<file path="config.mk">
export PLATFORM = sky130hd
export DESIGN_NAME = line_table_program_decoder_core
export DESIGN_NICKNAME = d
export VERILOG_FILES = /design/src/design/ltpd_pkg.sv /design/src/design/ltpd_front.sv /design/src/design/ltpd_back.sv /design/src/design/line_table_program_decoder_core.sv
export SDC_FILE = /design/constraint.sdc
export NUM_CORES = 2
export LEC_CHECK = 0
export BUFFER_PORTS_ARGS = -buffer_cell sky130_fd_sc_hd__buf_4
export CAP_MARGIN = 25
export CORE_MARGIN = 2
export CORE_UTILIZATION = 45
export CTS_CLUSTER_SIZE = 20
export DETAILED_ROUTE_END_ITERATION = 12
export PLACE_DENSITY = 0.62
export SETUP_SLACK_MARGIN = 0.15
export SLEW_MARGIN = 20
export SYNTH_ARGS = -nofsm -noshare
export SYNTH_HDL_FRONTEND = slang
export SYNTH_SLANG_ARGS = --single-unit
</file>
<file path="constraint.sdc">
create_clock -name clk -period 28.8 [get_ports clk]
set_input_delay 0 -clock clk [delete_from_list [all_inputs] [get_ports clk]]
set_output_delay 0 -clock clk [all_outputs]
set_load 0.02 [all_outputs]
</file>
<file path="src/design/ltpd_pkg.sv">
// Shared types, codes and helpers for the line table program decoder.
package ltpd_pkg;

    localparam logic [2:0] PH_MIN     = 3'd0;
    localparam logic [2:0] PH_MAX     = 3'd1;
    localparam logic [2:0] PH_FIRST   = 3'd2;
    localparam logic [2:0] PH_OPCODE  = 3'd3;
    localparam logic [2:0] PH_OPERAND = 3'd4;
    localparam logic [2:0] PH_DONE    = 3'd5;

    localparam logic [7:0] OP_END           = 8'h00;
    localparam logic [7:0] OP_SET_FILE      = 8'h01;
    localparam logic [7:0] OP_ADVANCE_PC    = 8'h02;
    localparam logic [7:0] OP_ADVANCE_LINE  = 8'h03;
    localparam logic [7:0] OP_FIRST_SPECIAL = 8'h04;

    localparam logic [2:0] KIND_ROW       = 3'd0;
    localparam logic [2:0] KIND_END       = 3'd1;
    localparam logic [2:0] KIND_FOUND     = 3'd2;
    localparam logic [2:0] KIND_NOT_FOUND = 3'd3;
    localparam logic [2:0] KIND_BAD       = 3'd4;

    localparam logic [2:0] REG_FIND_MODE = 3'd0;

    typedef struct packed {
        logic [7:0]  data_byte;
        logic        start_req;
        logic [63:0] table_base;
        logic [63:0] lookup_address;
    } item_t;

    typedef struct packed {
        logic [63:0] row_address;
        logic [31:0] row_line;
        logic [31:0] row_file;
        logic [2:0]  kind;
        logic        last;
    } result_t;

    typedef struct packed {
        logic [63:0] acc;
        logic [6:0]  shift;
        logic        done;
    } leb_t;

    // One byte of a LEB128 value; bits at or above bit 64 are dropped.
    function automatic leb_t leb_take(input logic [63:0] acc, input logic [6:0] shift,
                                      input logic [7:0] b, input logic is_signed);
        leb_t r;
        r.acc   = acc;
        r.shift = shift;
        if (shift < 7'd64)
        begin
            r.acc   = acc | ({57'd0, b[6:0]} << shift[5:0]);
            r.shift = shift + 7'd7;
        end
        r.done = !b[7];
        if (r.done && is_signed && (r.shift < 7'd64) && b[6])
        begin
            r.acc = r.acc | ({64{1'b1}} << r.shift[5:0]);
        end
        return r;
    endfunction

endpackage

</file>
<file path="src/design/ltpd_front.sv">
// Input queue that accepts table bytes and hands them to the decoder.
module ltpd_front (
    input  logic            clk,
    input  logic            rst_n,
    input  logic            in_valid,
    output logic            in_ready,
    input  ltpd_pkg::item_t in_item,
    output logic            q_valid,
    input  logic            q_ready,
    output ltpd_pkg::item_t q_item
);

    ltpd_pkg::item_t mem [2];
    logic       wr_ptr_reg;
    logic       rd_ptr_reg;
    logic [1:0] cnt_reg;
    logic       push;
    logic       pop;

    assign in_ready = (cnt_reg != 2'd2);
    assign q_valid  = (cnt_reg != 2'd0);
    assign q_item   = mem[rd_ptr_reg];
    assign push     = in_valid && in_ready;
    assign pop      = q_valid && q_ready;

    always_ff @(posedge clk)
    begin
        if (push)
        begin
            mem[wr_ptr_reg] <= in_item;
        end
    end

    always_ff @(posedge clk or negedge rst_n)
    begin
        if (!rst_n)
        begin
            wr_ptr_reg <= 1'b0;
            rd_ptr_reg <= 1'b0;
            cnt_reg    <= 2'd0;
        end
        else
        begin
            if (push)
            begin
                wr_ptr_reg <= !wr_ptr_reg;
            end
            if (pop)
            begin
                rd_ptr_reg <= !rd_ptr_reg;
            end
            cnt_reg <= cnt_reg + {1'b0, push} - {1'b0, pop};
        end
    end

endmodule

</file>
<file path="src/design/ltpd_back.sv">
// Decoder that carries out header fields, opcodes and the special opcode divide.
module ltpd_back (
    input  logic              clk,
    input  logic              rst_n,
    input  logic              find_mode,
    input  logic              q_valid,
    output logic              q_ready,
    input  ltpd_pkg::item_t   q_item,
    input  logic              out_free,
    output logic              res_valid,
    output ltpd_pkg::result_t res
);

    localparam logic [1:0] ST_BYTE = 2'd0;
    localparam logic [1:0] ST_DIV  = 2'd1;
    localparam logic [1:0] ST_FIN  = 2'd2;

    logic [1:0]  st_reg, st_next;
    logic [2:0]  phase_reg, phase_next;
    logic [1:0]  pend_reg, pend_next;
    logic [63:0] acc_reg, acc_next;
    logic [6:0]  sh_reg, sh_next;
    logic [63:0] min_reg, min_next;
    logic [63:0] max_reg, max_next;
    logic [63:0] addr_reg, addr_next;
    logic [31:0] line_reg, line_next;
    logic [31:0] file_reg, file_next;
    logic [63:0] tgt_reg, tgt_next;
    logic [63:0] ha_reg, ha_next;
    logic [31:0] hl_reg, hl_next;
    logic [31:0] hf_reg, hf_next;
    logic        hv_reg, hv_next;
    logic [7:0]  dq_reg, dq_next;
    logic [7:0]  dr_reg, dr_next;
    logic [7:0]  dv_reg, dv_next;
    logic [2:0]  dc_reg, dc_next;

    logic [7:0]  b;
    logic        start;
    logic [2:0]  e_phase;
    logic        is_signed;
    ltpd_pkg::leb_t leb;
    logic [63:0] range;
    logic [7:0]  adj;
    logic        need_div;
    logic [8:0]  trial;
    logic        do_push;
    logic [63:0] pa;
    logic [31:0] pl;
    logic [31:0] pf;

    assign b       = q_item.data_byte;
    assign start   = q_item.start_req;
    assign e_phase = start ? ltpd_pkg::PH_MIN : phase_reg;
    assign is_signed = (e_phase == ltpd_pkg::PH_MIN) || (e_phase == ltpd_pkg::PH_MAX)
                    || ((e_phase == ltpd_pkg::PH_OPERAND)
                        && (pend_reg == ltpd_pkg::OP_ADVANCE_LINE[1:0]));
    assign leb     = ltpd_pkg::leb_take(start ? 64'd0 : acc_reg, start ? 7'd0 : sh_reg,
                                        b, is_signed);
    assign range   = max_reg - min_reg + 64'd1;
    assign adj     = b - ltpd_pkg::OP_FIRST_SPECIAL;
    // A range of zero stands for 2^64; the divide runs only when the quotient is nonzero.
    assign need_div = (range != 64'd0) && ({56'd0, adj} >= range);
    assign trial   = {dr_reg, dq_reg[7]};

    always_comb
    begin
        st_next = st_reg;  phase_next = phase_reg; pend_next = pend_reg;
        acc_next = acc_reg; sh_next = sh_reg; min_next = min_reg; max_next = max_reg;
        addr_next = addr_reg; line_next = line_reg; file_next = file_reg;
        tgt_next = tgt_reg; ha_next = ha_reg; hl_next = hl_reg; hf_next = hf_reg;
        hv_next = hv_reg; dq_next = dq_reg; dr_next = dr_reg; dv_next = dv_reg;
        dc_next = dc_reg;
        q_ready = 1'b0;
        res_valid = 1'b0;
        res = '0;
        do_push = 1'b0;
        pa = addr_reg;
        pl = line_reg;
        pf = file_reg;

        unique case (st_reg)
            ST_BYTE:
            begin
                if (q_valid && out_free)
                begin
                    q_ready = 1'b1;
                    if (start)
                    begin
                        min_next = '0; max_next = '0;
                        addr_next = q_item.table_base; line_next = '0; file_next = 32'd1;
                        tgt_next = q_item.lookup_address;
                        ha_next = '0; hl_next = '0; hf_next = '0; hv_next = 1'b0;
                        phase_next = ltpd_pkg::PH_MIN;
                        pend_next = '0;
                    end
                    unique case (e_phase)
                        ltpd_pkg::PH_MIN:
                        begin
                            acc_next = leb.acc; sh_next = leb.shift;
                            if (leb.done)
                            begin
                                min_next = leb.acc; acc_next = '0; sh_next = '0;
                                phase_next = ltpd_pkg::PH_MAX;
                            end
                        end
                        ltpd_pkg::PH_MAX:
                        begin
                            acc_next = leb.acc; sh_next = leb.shift;
                            if (leb.done)
                            begin
                                max_next = leb.acc; acc_next = '0; sh_next = '0;
                                if ($signed(leb.acc) < $signed(min_reg))
                                begin
                                    phase_next = ltpd_pkg::PH_DONE;
                                    res_valid = 1'b1;
                                    res.kind = ltpd_pkg::KIND_BAD;
                                    res.last = 1'b1;
                                end
                                else
                                begin
                                    phase_next = ltpd_pkg::PH_FIRST;
                                end
                            end
                        end
                        ltpd_pkg::PH_FIRST:
                        begin
                            acc_next = leb.acc; sh_next = leb.shift;
                            if (leb.done)
                            begin
                                line_next = leb.acc[31:0]; acc_next = '0; sh_next = '0;
                                phase_next = ltpd_pkg::PH_OPCODE;
                            end
                        end
                        ltpd_pkg::PH_OPCODE:
                        begin
                            if (b == ltpd_pkg::OP_END)
                            begin
                                phase_next = ltpd_pkg::PH_DONE;
                                res_valid = 1'b1;
                                res.last = 1'b1;
                                if (!find_mode)
                                begin
                                    res.kind = ltpd_pkg::KIND_END;
                                end
                                else if (hv_reg)
                                begin
                                    res.kind = ltpd_pkg::KIND_FOUND;
                                    res.row_address = ha_reg;
                                    res.row_line = hl_reg;
                                    res.row_file = hf_reg;
                                end
                                else
                                begin
                                    res.kind = ltpd_pkg::KIND_NOT_FOUND;
                                end
                            end
                            else if (b <= ltpd_pkg::OP_ADVANCE_LINE)
                            begin
                                pend_next = b[1:0];
                                acc_next = '0; sh_next = '0;
                                phase_next = ltpd_pkg::PH_OPERAND;
                            end
                            else if (need_div)
                            begin
                                dq_next = adj; dr_next = '0; dv_next = range[7:0];
                                dc_next = '0;
                                st_next = ST_DIV;
                            end
                            else
                            begin
                                do_push = 1'b1;
                                pl = line_reg + min_reg[31:0] + {24'd0, adj};
                            end
                        end
                        ltpd_pkg::PH_OPERAND:
                        begin
                            acc_next = leb.acc; sh_next = leb.shift;
                            if (leb.done)
                            begin
                                phase_next = ltpd_pkg::PH_OPCODE;
                                acc_next = '0; sh_next = '0;
                                if (pend_reg == ltpd_pkg::OP_SET_FILE[1:0])
                                begin
                                    file_next = leb.acc[31:0];
                                end
                                else if (pend_reg == ltpd_pkg::OP_ADVANCE_PC[1:0])
                                begin
                                    do_push = 1'b1;
                                    pa = addr_reg + leb.acc;
                                end
                                else
                                begin
                                    line_next = line_reg + leb.acc[31:0];
                                end
                            end
                        end
                        default:
                        begin
                        end
                    endcase
                end
            end
            ST_DIV:
            begin
                // Restoring divide, one quotient bit per cycle.
                if (trial >= {1'b0, dv_reg})
                begin
                    dr_next = 8'(trial - {1'b0, dv_reg});
                    dq_next = {dq_reg[6:0], 1'b1};
                end
                else
                begin
                    dr_next = trial[7:0];
                    dq_next = {dq_reg[6:0], 1'b0};
                end
                dc_next = dc_reg + 3'd1;
                if (dc_reg == 3'd7)
                begin
                    st_next = ST_FIN;
                end
            end
            ST_FIN:
            begin
                if (out_free)
                begin
                    do_push = 1'b1;
                    pa = addr_reg + {56'd0, dq_reg};
                    pl = line_reg + min_reg[31:0] + {24'd0, dr_reg};
                    st_next = ST_BYTE;
                end
            end
            default:
            begin
                st_next = ST_BYTE;
            end
        endcase

        if (do_push)
        begin
            addr_next = pa;
            line_next = pl;
            if (!find_mode)
            begin
                res_valid = 1'b1;
                res.row_address = pa; res.row_line = pl; res.row_file = pf;
                res.kind = ltpd_pkg::KIND_ROW;
            end
            else if (tgt_reg < pa)
            begin
                phase_next = ltpd_pkg::PH_DONE;
                res_valid = 1'b1;
                res.last = 1'b1;
                if (hv_reg)
                begin
                    res.kind = ltpd_pkg::KIND_FOUND;
                    res.row_address = ha_reg; res.row_line = hl_reg; res.row_file = hf_reg;
                end
                else
                begin
                    res.kind = ltpd_pkg::KIND_NOT_FOUND;
                end
            end
            else
            begin
                ha_next = pa; hl_next = pl; hf_next = pf; hv_next = 1'b1;
                if (tgt_reg == pa)
                begin
                    phase_next = ltpd_pkg::PH_DONE;
                    res_valid = 1'b1;
                    res.last = 1'b1;
                    res.kind = ltpd_pkg::KIND_FOUND;
                    res.row_address = pa; res.row_line = pl; res.row_file = pf;
                end
            end
        end
    end

    always_ff @(posedge clk or negedge rst_n)
    begin
        if (!rst_n)
        begin
            st_reg <= ST_BYTE; phase_reg <= ltpd_pkg::PH_DONE; pend_reg <= '0;
            acc_reg <= '0; sh_reg <= '0; min_reg <= '0; max_reg <= '0;
            addr_reg <= '0; line_reg <= '0; file_reg <= 32'd1; tgt_reg <= '0;
            ha_reg <= '0; hl_reg <= '0; hf_reg <= '0; hv_reg <= 1'b0;
            dc_reg <= '0;
        end
        else
        begin
            st_reg <= st_next; phase_reg <= phase_next; pend_reg <= pend_next;
            acc_reg <= acc_next; sh_reg <= sh_next; min_reg <= min_next;
            max_reg <= max_next; addr_reg <= addr_next; line_reg <= line_next;
            file_reg <= file_next; tgt_reg <= tgt_next; ha_reg <= ha_next;
            hl_reg <= hl_next; hf_reg <= hf_next; hv_reg <= hv_next;
            dc_reg <= dc_next;
        end
    end

    always_ff @(posedge clk)
    begin
        dq_reg <= dq_next;
        dr_reg <= dr_next;
        dv_reg <= dv_next;
    end

endmodule

</file>
<file path="src/design/line_table_program_decoder_core.sv">
// Line table program decoder: byte stream in, decoded rows or lookup result out.
//
// Input channel (in_valid/in_ready) moves one table byte per transaction with
// start_req marking the first byte of a table; table_base and lookup_address
// are sampled on that byte. Output channel (out_valid/out_ready) moves one result
// per transaction: a row, an end marker, a lookup result or a bad header flag.
// find_mode is written over the APB port at address 0; the user must write it
// only while idle, which the block does not enforce. A two-entry input queue
// decouples the byte source from the decoder. A special opcode with a nonzero
// address delta goes through the bit-serial 8-bit divide by the line range. A
// result is registered and shows on the output in the cycle after its byte is
// decoded. While the receiver stalls, the held result stays and the decoder
// waits for the output register to free; the queue keeps taking bytes until full.
// After reset no table is open and bytes without start_req give no result.
module line_table_program_decoder_core (
    input  logic        clk,
    input  logic        rst_n,
    input  logic        psel,
    input  logic        penable,
    input  logic        pwrite,
    input  logic [2:0]  paddr,
    input  logic [31:0] pwdata,
    output logic [31:0] prdata,
    output logic        pready,
    input  logic        in_valid,
    output logic        in_ready,
    input  logic [7:0]  data_byte,
    input  logic        start_req,
    input  logic [63:0] table_base,
    input  logic [63:0] lookup_address,
    output logic        out_valid,
    input  logic        out_ready,
    output logic [63:0] row_address,
    output logic [31:0] row_line,
    output logic [31:0] row_file,
    output logic [2:0]  kind,
    output logic        last
);

    logic              find_mode_reg;
    logic              q_valid;
    logic              q_ready;
    ltpd_pkg::item_t   in_item;
    ltpd_pkg::item_t   q_item;
    logic              out_free;
    logic              res_valid;
    ltpd_pkg::result_t res;
    ltpd_pkg::result_t out_reg;
    logic              ov_reg, ov_next;

    assign pready = 1'b1;
    assign prdata = (paddr == ltpd_pkg::REG_FIND_MODE) ? {31'd0, find_mode_reg} : 32'd0;

    always_ff @(posedge clk or negedge rst_n)
    begin
        if (!rst_n)
        begin
            find_mode_reg <= 1'b0;
        end
        else if (psel && penable && pwrite && pready && (paddr == ltpd_pkg::REG_FIND_MODE))
        begin
            find_mode_reg <= pwdata[0];
        end
    end

    assign in_item.data_byte      = data_byte;
    assign in_item.start_req      = start_req;
    assign in_item.table_base     = table_base;
    assign in_item.lookup_address = lookup_address;

    ltpd_front u_front (
        .clk      (clk),
        .rst_n    (rst_n),
        .in_valid (in_valid),
        .in_ready (in_ready),
        .in_item  (in_item),
        .q_valid  (q_valid),
        .q_ready  (q_ready),
        .q_item   (q_item)
    );

    assign out_free = !ov_reg || out_ready;

    ltpd_back u_back (
        .clk       (clk),
        .rst_n     (rst_n),
        .find_mode (find_mode_reg),
        .q_valid   (q_valid),
        .q_ready   (q_ready),
        .q_item    (q_item),
        .out_free  (out_free),
        .res_valid (res_valid),
        .res       (res)
    );

    assign ov_next = res_valid ? 1'b1 : (out_ready ? 1'b0 : ov_reg);

    always_ff @(posedge clk or negedge rst_n)
    begin
        if (!rst_n)
        begin
            ov_reg <= 1'b0;
        end
        else
        begin
            ov_reg <= ov_next;
        end
    end

    always_ff @(posedge clk)
    begin
        if (res_valid)
        begin
            out_reg <= res;
        end
    end

    assign out_valid   = ov_reg;
    assign row_address = out_reg.row_address;
    assign row_line    = out_reg.row_line;
    assign row_file    = out_reg.row_file;
    assign kind        = out_reg.kind;
    assign last        = out_reg.last;

`ifndef SYNTHESIS
    a_no_overwrite: assert property (@(posedge clk) disable iff (!rst_n)
        res_valid |-> (!ov_reg || out_ready))
        else $error("result produced while output register is occupied");

    a_row_not_last: assert property (@(posedge clk) disable iff (!rst_n)
        (out_valid && (kind == ltpd_pkg::KIND_ROW)) |-> !last)
        else $error("row result marked as last");

    a_final_last: assert property (@(posedge clk) disable iff (!rst_n)
        (out_valid && (kind != ltpd_pkg::KIND_ROW)) |-> last)
        else $error("final result not marked as last");
`endif

endmodule
</file>
==> results.py <==
metrics = {
    "outcome": {
        "outcome": "completed",
    },
    "yosys": {
        "ys.flop_type": "dfrtp_1",
        "netlist_instances": 6222,
        "avgSynthCellArea_um2": 9.63,
        "yosysSeqAreaShare": 0.439,
        "syn-cell-area_um2": 59900,
        "synth_edf_count": 430,
        "ys_ff_latch": 966,
        "ys_types": 94,
        "async_flop_share": 0.555,
        "synth_warnings": 0,
    },
    "layout": {
        "largest_register_ffs": 274,
        "fin_nets": 7314,
        "final_cell_mix": "nand2_1 (674), dfrtp_1 (532), o21ai_0 (512), nor2_1 (456), edfxtp_1 (430)",
        "fin_cells": 8554,
        "mostFrequentLayoutCell": "nand2_1",
        "largest_register": "u_front.mem",
        "area.growth.synth_to_final_pct": 17.5,
        "finalInstanceArea_um2": 70400,
        "drive_gt1_frac": 0.110,
    },
    "min_path": {
        "hold_path.class": "input pin to flop",
        "min_to": "u_front.mem[0][111]",
        "hp-start": "table_base[47]",
        "hold_depth": 2,
    },
    "sta": {
        "drv_slew": 0,
        "fin_crit_ps": 13840,
        "fmax_ghz": 0.0722,
        "slew_headroom": 0.209,
        "rsz0062_at_grt": "no",
        "hold_viol": 0,
        "post-route-period-util": 0.481,
        "worst_pin_slew_ps": 1190,
        "worst_clock_skew_ps": 44.4,
        "holdWs_ps": 34.2,
        "setup_violations": 0,
        "tns_ps": 0,
    },
    "clock_network": {
        "clock-sinks": 966,
        "cts_buffers": 106,
        "post_cts_resize_count": 0,
        "cts_root_buffer": "clkbuf_16",
        "ctsHtreeMaxLevel": 3,
        "tritoncts": "built",
        "clk_pin_slew_ps": 60,
        "cts.path.max_buffers": 3,
        "clk_latency_ps": 760,
    },
    "power": {
        "ir_drop_uv": 77.8,
        "p_leak_nw": 30.4,
        "p_per_area_nw_per_um2": 138,
        "p_total_mw": 9.73,
    },
    "global_routing": {
        "grt_start_max_net_pins": 135,
        "grt_pass1_vias": 50478,
        "antenna_found_initial": 12,
        "grt_util_all_layers": 0.301,
        "grt-ovfl-total": 0,
        "grt_first_pass_wirelength_um": 315000,
    },
    "floorplanning": {
        "die_y_um": 369,
        "start_util": 0.455,
        "die_x_um": 369,
        "fp-row-count": 133,
        "io_pins": 346,
        "dieArea_um2": 136000,
        "coreArea_um2": 132000,
    },
    "worst_setup_path": {
        "critical_path_class": "flop to flop",
        "r2r-start": "u_front.rd_ptr_reg",
        "reg2reg_depth": 34,
        "slowest_delay_ps": 880,
        "start_kind": "flop",
        "crit_top_cell": "buf_4",
        "worst_setup_path_end_kind": "flop",
        "crit_arrival_ps": 14210,
        "required_ps": 29170,
        "slowest_stage": "buf_4",
        "reg2reg_to": "row_file[13]",
        "r2r_slack_ps": 14960,
        "critPathMaxFanout": 75,
    },
    "placed_design": {
        "hpwl_um": 152000,
        "port-buffer-count": 282,
        "dpl.cell_count": 8070,
        "dpl-instance-area_um2": 64100,
        "globalplace.congestion": 1.00,
    },
    "routing": {
        "routed_wl_um": 210000,
        "routed_via_density": 6.14,
        "drt_drc_violations_left": 0,
        "wl_per_cell_um": 24.5,
        "drt_iter0_markers": 5376,
        "ant_nets": 0,
        "drtPass1Iterations": 6,
        "vias": 52509,
    },
    "job": {
        "maxCapViolCount": 0,
    },
}
-- cell usage after synthesis, drive strengths merged (59+ instances only) --
library cell	n	area, um^2
nand2	676	2540
o21ai	534	2670
dfrtp	533	13300
nor2	462	1730
edfxtp	430	12900
ha	424	5310
a21oi	403	2020
clkbuf	268	1010
inv	214	803
a22o	181	1590
mux2i	170	1700
a21o	158	1190
xnor2	129	1130
nand3	121	606
nor3	119	596
nand4	104	651
buf	89	531
a31o	65	569
o21a	63	473
o2bb2ai	62	543
xor2	61	534
a31oi	59	369
-- stage by stage --
step	setup slack (ps)	util
2_1_floorplan	10400	-
3_3_place_gp	15010	0.486
5_1_grt	14190	0.534
4_1_cts	15100	0.534
3_5_place_dp	15100	0.486
6_report	14960	0.534
-- what timing repair did --
action	4_1_cts	5_1_grt
hold buffers	271	0
hold endpoints to repair	475	0
setup buffers	0	0
-- metal layers --
metal,part of all wire,vias to the layer above,track usage
met3,0.077,386,0.0580
met2,0.44,2153,0.463
met1,0.43,25658,0.414
met4,0.044,18,0.129
li1,-,24294,-
met5,0.00058,-,0
-- power by group --
group	total [mW]	internal, mW	switching (mW)
Clock	1.39	0.781	0.606
Combinational	6.22	2.17	4.05
Sequential	2.12	1.82	0.301
Total	9.73	4.78	4.95
-- how the worst max path moves through the flow --
stage                   end  slack (ps)          startpoint  cells past startpoint
2_1_floorplan       kind[0]       10400  u_front.rd_ptr_reg                     40
3_3_place_gp   row_file[13]       15010  u_front.rd_ptr_reg                     36
3_5_place_dp   row_file[13]       15100  u_front.rd_ptr_reg                     36
4_1_cts        row_file[13]       15100  u_front.rd_ptr_reg                     36
5_1_grt        row_file[11]       14190  u_front.rd_ptr_reg                     34
6_report       row_file[13]       14960  u_front.rd_ptr_reg                     34
-- worst max-delay path: cells and delay by family, from the launching register on --
kind | cells | cell delay, ps
simple gates | 13 | 4440
buf+inv | 5 | 2550
mux | 1 | 320
compound gates | 11 | 3370
flops | 1 | 850
fa+ha+maj | 2 | 600
xor+xnor | 2 | 1160
-- final cells by class --
class                   count  area [um^2]
fillers                 11806        61400
multi-input cells        4713        31500
flip-flops and latches    966        26300
repair buffers            700         6010
clock buffers             152         2980
well taps                1755         2200
inverters                 216          811
clock inverters            49          561
diodes                      3         7.51
-- kinds of logic (layout without fill, tap and decap cells) --
group | count (synthesis) | count (layout) | share of synthesized area
and+or+nand+nor | 1815 | 1815 | 0.139
xor gates and xnor gates | 191 | 191 | 0.0282
DFF | 966 | 966 | 0.439
muxes | 191 | 191 | 0.0323
buffers and inverters | 573 | 1117 | 0.0392
other | 2 | 35 | 0.000125
adders and majority gates | 432 | 432 | 0.0912
AOI/OAI and AO/OA | 2052 | 2052 | 0.230
Power figures use the tool's default switching activity.
